[src/design/salc_pkg.sv]
// Shared types, geometry constants and helpers for the set-associative LRU cache.
package salc_pkg;

    localparam int SETS    = 64;
    localparam int WAYS    = 4;
    localparam int WPB     = 8;
    localparam int SET_W   = 6;
    localparam int WAY_W   = 2;
    localparam int OFF_W   = 3;
    localparam int AGE_W   = 2;
    localparam int TAG_W   = 21;
    localparam int IDX_W   = SET_W + OFF_W;
    localparam int OFF_LSB = 2;
    localparam int SET_LSB = OFF_LSB + OFF_W;
    localparam int TAG_LSB = SET_LSB + SET_W;

    localparam logic [1:0] REQ_READ  = 2'd0;
    localparam logic [1:0] REQ_WRITE = 2'd1;
    localparam logic [1:0] REQ_FILL  = 2'd2;

    localparam logic [1:0] MODE_RO = 2'd0;
    localparam logic [1:0] MODE_WT = 2'd1;
    localparam logic [1:0] MODE_WB = 2'd2;

    typedef enum logic [1:0] {
        OP_READ  = 2'd0,
        OP_WRITE = 2'd1,
        OP_FILL  = 2'd2
    } t_op;

    typedef enum logic [2:0] {
        K_READ  = 3'd0,
        K_WDONE = 3'd1,
        K_BREQ  = 3'd2,
        K_VICT  = 3'd3,
        K_WTHRU = 3'd4,
        K_BUSY  = 3'd5
    } t_kind;

    typedef struct packed {
        t_op         op;
        logic [31:0] addr;
        logic [31:0] data;
        logic [31:0] mask;
    } t_entry;

    typedef struct packed {
        t_kind       kind;
        logic [31:0] addr;
        logic [31:0] data;
        logic [31:0] mask;
        logic        hit;
        logic        last;
    } t_rsp;

    function automatic logic [31:0] merge(input logic [31:0] old_w, input logic [31:0] dat,
                                          input logic [31:0] msk);
        return (dat & msk) | (old_w & ~msk);
    endfunction

    function automatic t_rsp mk_rsp(input t_kind k, input logic [31:0] a, input logic [31:0] d,
                                    input logic [31:0] m, input logic h, input logic l);
        t_rsp r;
        r.kind = k;
        r.addr = a;
        r.data = d;
        r.mask = m;
        r.hit  = h;
        r.last = l;
        return r;
    endfunction

endpackage

[src/design/salc_queue.sv]
// Short queue between the front end and the back end.
module salc_queue #(
    parameter int DEPTH = 2
) (
    input  logic             i_clk,
    input  logic             i_rst_n,
    input  logic             i_push,
    input  salc_pkg::t_entry i_entry,
    input  logic             i_pop,
    output logic             o_full,
    output logic             o_head_valid,
    output salc_pkg::t_entry o_head
);

    localparam int PTR_W = (DEPTH > 1) ? $clog2(DEPTH) : 1;
    localparam int CNT_W = $clog2(DEPTH + 1);

    salc_pkg::t_entry r_mem [DEPTH];
    logic [PTR_W-1:0] r_wr_ptr, n_wr_ptr;
    logic [PTR_W-1:0] r_rd_ptr, n_rd_ptr;
    logic [CNT_W-1:0] r_count, n_count;
    logic             w_pop;

    assign o_full       = (r_count == CNT_W'(DEPTH));
    assign o_head_valid = (r_count != '0);
    assign o_head       = r_mem[r_rd_ptr];
    assign w_pop        = i_pop && o_head_valid;

    always_comb begin
        n_wr_ptr = r_wr_ptr;
        n_rd_ptr = r_rd_ptr;
        n_count  = r_count;
        if (i_push) begin
            n_wr_ptr = (r_wr_ptr == PTR_W'(DEPTH - 1)) ? '0 : r_wr_ptr + 1'b1;
        end
        if (w_pop) begin
            n_rd_ptr = (r_rd_ptr == PTR_W'(DEPTH - 1)) ? '0 : r_rd_ptr + 1'b1;
        end
        if (i_push && !w_pop) begin
            n_count = r_count + 1'b1;
        end else if (!i_push && w_pop) begin
            n_count = r_count - 1'b1;
        end
    end

    always_ff @(posedge i_clk) begin
        if (!i_rst_n) begin
            r_wr_ptr <= '0;
            r_rd_ptr <= '0;
            r_count  <= '0;
        end else begin
            r_wr_ptr <= n_wr_ptr;
            r_rd_ptr <= n_rd_ptr;
            r_count  <= n_count;
        end
    end

    always_ff @(posedge i_clk) begin
        if (i_push) begin
            r_mem[r_wr_ptr] <= i_entry;
        end
    end

endmodule

[config.mk]
export PLATFORM = sky130hd
export DESIGN_NAME = salc_queue
export DESIGN_NICKNAME = d
export VERILOG_FILES = /design/src/design/salc_pkg.sv /design/src/design/salc_queue.sv
export SDC_FILE = /design/constraint.sdc
export NUM_CORES = 1
export LEC_CHECK = 0
export BUFFER_PORTS_ARGS = -buffer_cell sky130_fd_sc_hd__buf_2
export CORE_ASPECT_RATIO = 0.9
export CORE_UTILIZATION = 55
export DETAILED_ROUTE_END_ITERATION = 7
export GPL_TIMING_DRIVEN = 1
export PLACE_DENSITY = 0.83
export SLEW_MARGIN = 20
export SYNTH_ARGS = -nofsm -noshare
export SYNTH_HDL_FRONTEND = slang
export SYNTH_SLANG_ARGS = --single-unit
export TNS_END_PERCENT = 30
[constraint.sdc]
create_clock -name i_clk -period 13.35 [get_ports i_clk]
set_clock_uncertainty 0.2 [all_clocks]
set_input_delay 0.6675 -clock i_clk [delete_from_list [all_inputs] [get_ports i_clk]]
set_output_delay 0.6675 -clock i_clk [all_outputs]
set_load 0.005 [all_outputs]
==> impl_metrics.tcl <==
set metrics [dict create \
    cts_tree "yes" \
    grt_max_degree 58 \
    worstPathRequired_ns 12.48 \
    ys_types 17 \
    dpl-instance-area_mm2 0.008539 \
    status "finished clean" \
    cts_num_sinks 201 \
    r2r_end "r_mem[1][50]$_DFFE_PP_" \
    ant_nets 0 \
    routed_wl_um 13160 \
    multi_input_area_mm2 0.001309 \
    die_x_um 124.0 \
    cap_violations 0 \
    rsz0062_at_grt "no" \
    synth-seq-cells 201 \
    drtIter0Drc 211 \
    clkTransAtPathRegs_ns 0.06 \
    syn_to_final_growth_pct 24.40 \
    cts_setup_buffers 0 \
    nets 647 \
    syn-instance-count 327 \
    top_layer "met5" \
    netlist.top_cell.by_area "edfxtp_1" \
    critPathMaxStageDelay_ns 0.75 \
    reg2reg_depth 2 \
    place_congestion 0.7299 \
    avgViaCountPerCell 5.231 \
    yosysWarnings 0 \
    whs_path_depth 1 \
    crit_fanout 57 \
    period_minus_slack_ns 3.414 \
    finalHoldViolations 0 \
    cp-endpoint "o_head[43]" \
    fp.dieArea_mm2 0.01386 \
    antenna_found_initial 2 \
    finalCritPeriodShare_pct 25.57 \
    finalSetupTns_ns 0 \
    cp.depth 3 \
    cts_buffers 21 \
    die_h_um 111.8 \
    avgRoutedWirePerCell_um 18.22 \
    timing.fmax_mhz 292.9 \
    syn_nets 430 \
    max-slew-margin-rel_pct 48.51 \
    worst-path-buf-inv 2 \
    met1_length_um 5142 \
    synthTopCellsByArea "edfxtp_1 (80%), mux2_2 (12%), mux2_4 (4.1%)" \
    dpl.hpwl_um 8705 \
    regToRegStartpoint "r_wr_ptr$_SDFFE_PN0P_" \
    p_leak_nw 3.485 \
    worst_slew_pin_slew_ns 0.7724 \
    cts_hold_repair.buffers 0 \
    layout-drive-gt1-share_pct 59.86 \
    p_per_area_mw_per_mm2 174.5 \
    end_kind "primary output" \
    grt_overflow 0 \
    core_area_mm2 0.01288 \
    vdd_drop_max_v 0.0001241 \
    crit_slowest_cell "dfxtp_4" \
    start_util_pct 57.17 \
    cts_resized 0 \
    clock_path_buffers 3 \
    setup_viol 0 \
    synth_seq_area_share_pct 81.28 \
    track_usage_pct 18.38 \
    crit_type "reg2out" \
    ctsRootBufferMaster "clkbuf_16" \
    fillerInstances 804 \
    drc 0 \
    synth.cell_area_mm2 0.007365 \
    register_area_mm2 0.005989 \
    cp_top_family "buffers and inverters" \
    clkLatencyLatePin_ns 0.48 \
    first_pass_iters 4 \
    io_pins 202 \
    port-buffer-count 201 \
    wl_met2_um 6551 \
    postLayoutCoreUtil_pct 71.12 \
    syn_area_per_cell_um2 22.52 \
    grt_pass1_vias 3973 \
    vias 3777 \
    antenna_cells 0 \
    grt_pass1_wl_um 19310 \
    wl_met3_um 1206 \
    reg2reg_slack_ns 11.06 \
    cp_cell_sequence "buf_4 > mux2_2 > buf_2" \
    drv_slew 0 \
    hold_class "in2reg" \
    arrival_ns 2.55 \
    htree_levels 1 \
    yosysTopAreaCellShare_pct 79.92 \
    rows 39 \
    postLayoutCellArea_mm2 0.009161 \
    cp-start-kind "flip-flop" \
]
how the worst min path moves through the flow:
stage | startpoint | endpoint
final | i_entry[20] | r_mem[1][20]$_DFFE_PP_
after global routing | i_entry[88] | r_mem[1][88]$_DFFE_PP_
after detailed placement | r_count[1]$_SDFFE_PN0P_ | r_count[1]$_SDFFE_PN0P_
after floorplan | r_count[1]$_SDFFE_PN0P_ | r_count[1]$_SDFFE_PN0P_
after CTS | i_entry[88] | r_mem[1][88]$_DFFE_PP_
after global placement | r_count[1]$_SDFFE_PN0P_ | r_count[1]$_SDFFE_PN0P_
area by class of cell:
type                            count  share of cell area [%]
Clock buffer                       24                   5.859
Clock inverter                     13                  0.9287
Multi-Input combinational cell    115                   14.29
Sequential cell                   201                   65.38
Tap cell                          164                   2.240
Timing Repair Buffer              205                   11.31
report_power, final:
part / switching [mW] / internal, mW
clock network: 0.217 / 0.306
registers: 0.0352 / 0.735
logic: 0.124 / 0.181
Yosys cell counts:
cell type  instances
a21boi_1           1
xor2_1             1
or3_1              1
buf_6              4
dfxtp_1            5
or2_2              1
and2_1             4
edfxtp_1         196
nor2b_1            3
o21ai_1            1
xnor2_1            2
buf_2              7
o21ai_0            1
ha_1               1
o21a_1             1
mux2_2            78
mux2_4            20
stage by stage:
step / total power [mW] / hold WS [ns] / setup WS (ns) / instances
6_report: 1.598 / 0.1723 / 9.936 / 722
5_1_grt: 1.661 / 0.1548 / 9.796 / 722
3_3_place_gp: 1.080 / 0.2822 / 10.42 / 685
3_5_place_dp: 1.090 / 0.3436 / 10.43 / 685
2_1_floorplan: 0.9750 / 0.2735 / 7.617 / 327
4_1_cts: 1.612 / 0.1555 / 9.895 / 722
cells in the final DEF (no fill, tap or decap):
cell,count
edfxtp_1,196
o21ai_1,1
or2_2,1
buf_4,4
inv_6,1
clkbuf_16,21
dfxtp_4,1
o21ai_0,1
nor2b_4,1
mux2_4,20
dfxtp_1,4
bufinv_16,1
ha_1,1
clkbuf_1,3
and2_4,1
o21a_1,1
clkinv_1,7
mux2_2,78
and2_1,3
buf_2,201
clkinv_2,4
xnor2_1,2
xor2_1,1
or3_1,1
nor2b_1,2
a21boi_1,1
sequential cells by signal, indices dropped and copies added, names as in the netlist, named ones only:
register,cells
r_mem,196
r_count,2
r_rd_ptr,1
r_wr_ptr,1
metal layers:
metal / global-route usage [%] / up-vias
met4: 5.317 / 4
met1: 22.52 / 1849
li1: - / 1734
met3: 5.533 / 25
met2: 31.37 / 165
met5: 0 / -
kinds of logic (layout without fill, tap and decap cells):
group	after synthesis	in the layout	synth area share (%)
flip-flops	201	201	81.28
multiplexers	98	98	16.00
buffers and inverters	11	242	1.087
AND/OR/NAND/NOR	9	9	0.7646
AO/OA/AOI/OAI	4	4	0.3397
XOR/XNOR	3	3	0.3568
adder cells (fa/ha/maj)	1	1	0.1699
Power figures use the tool's default switching activity.
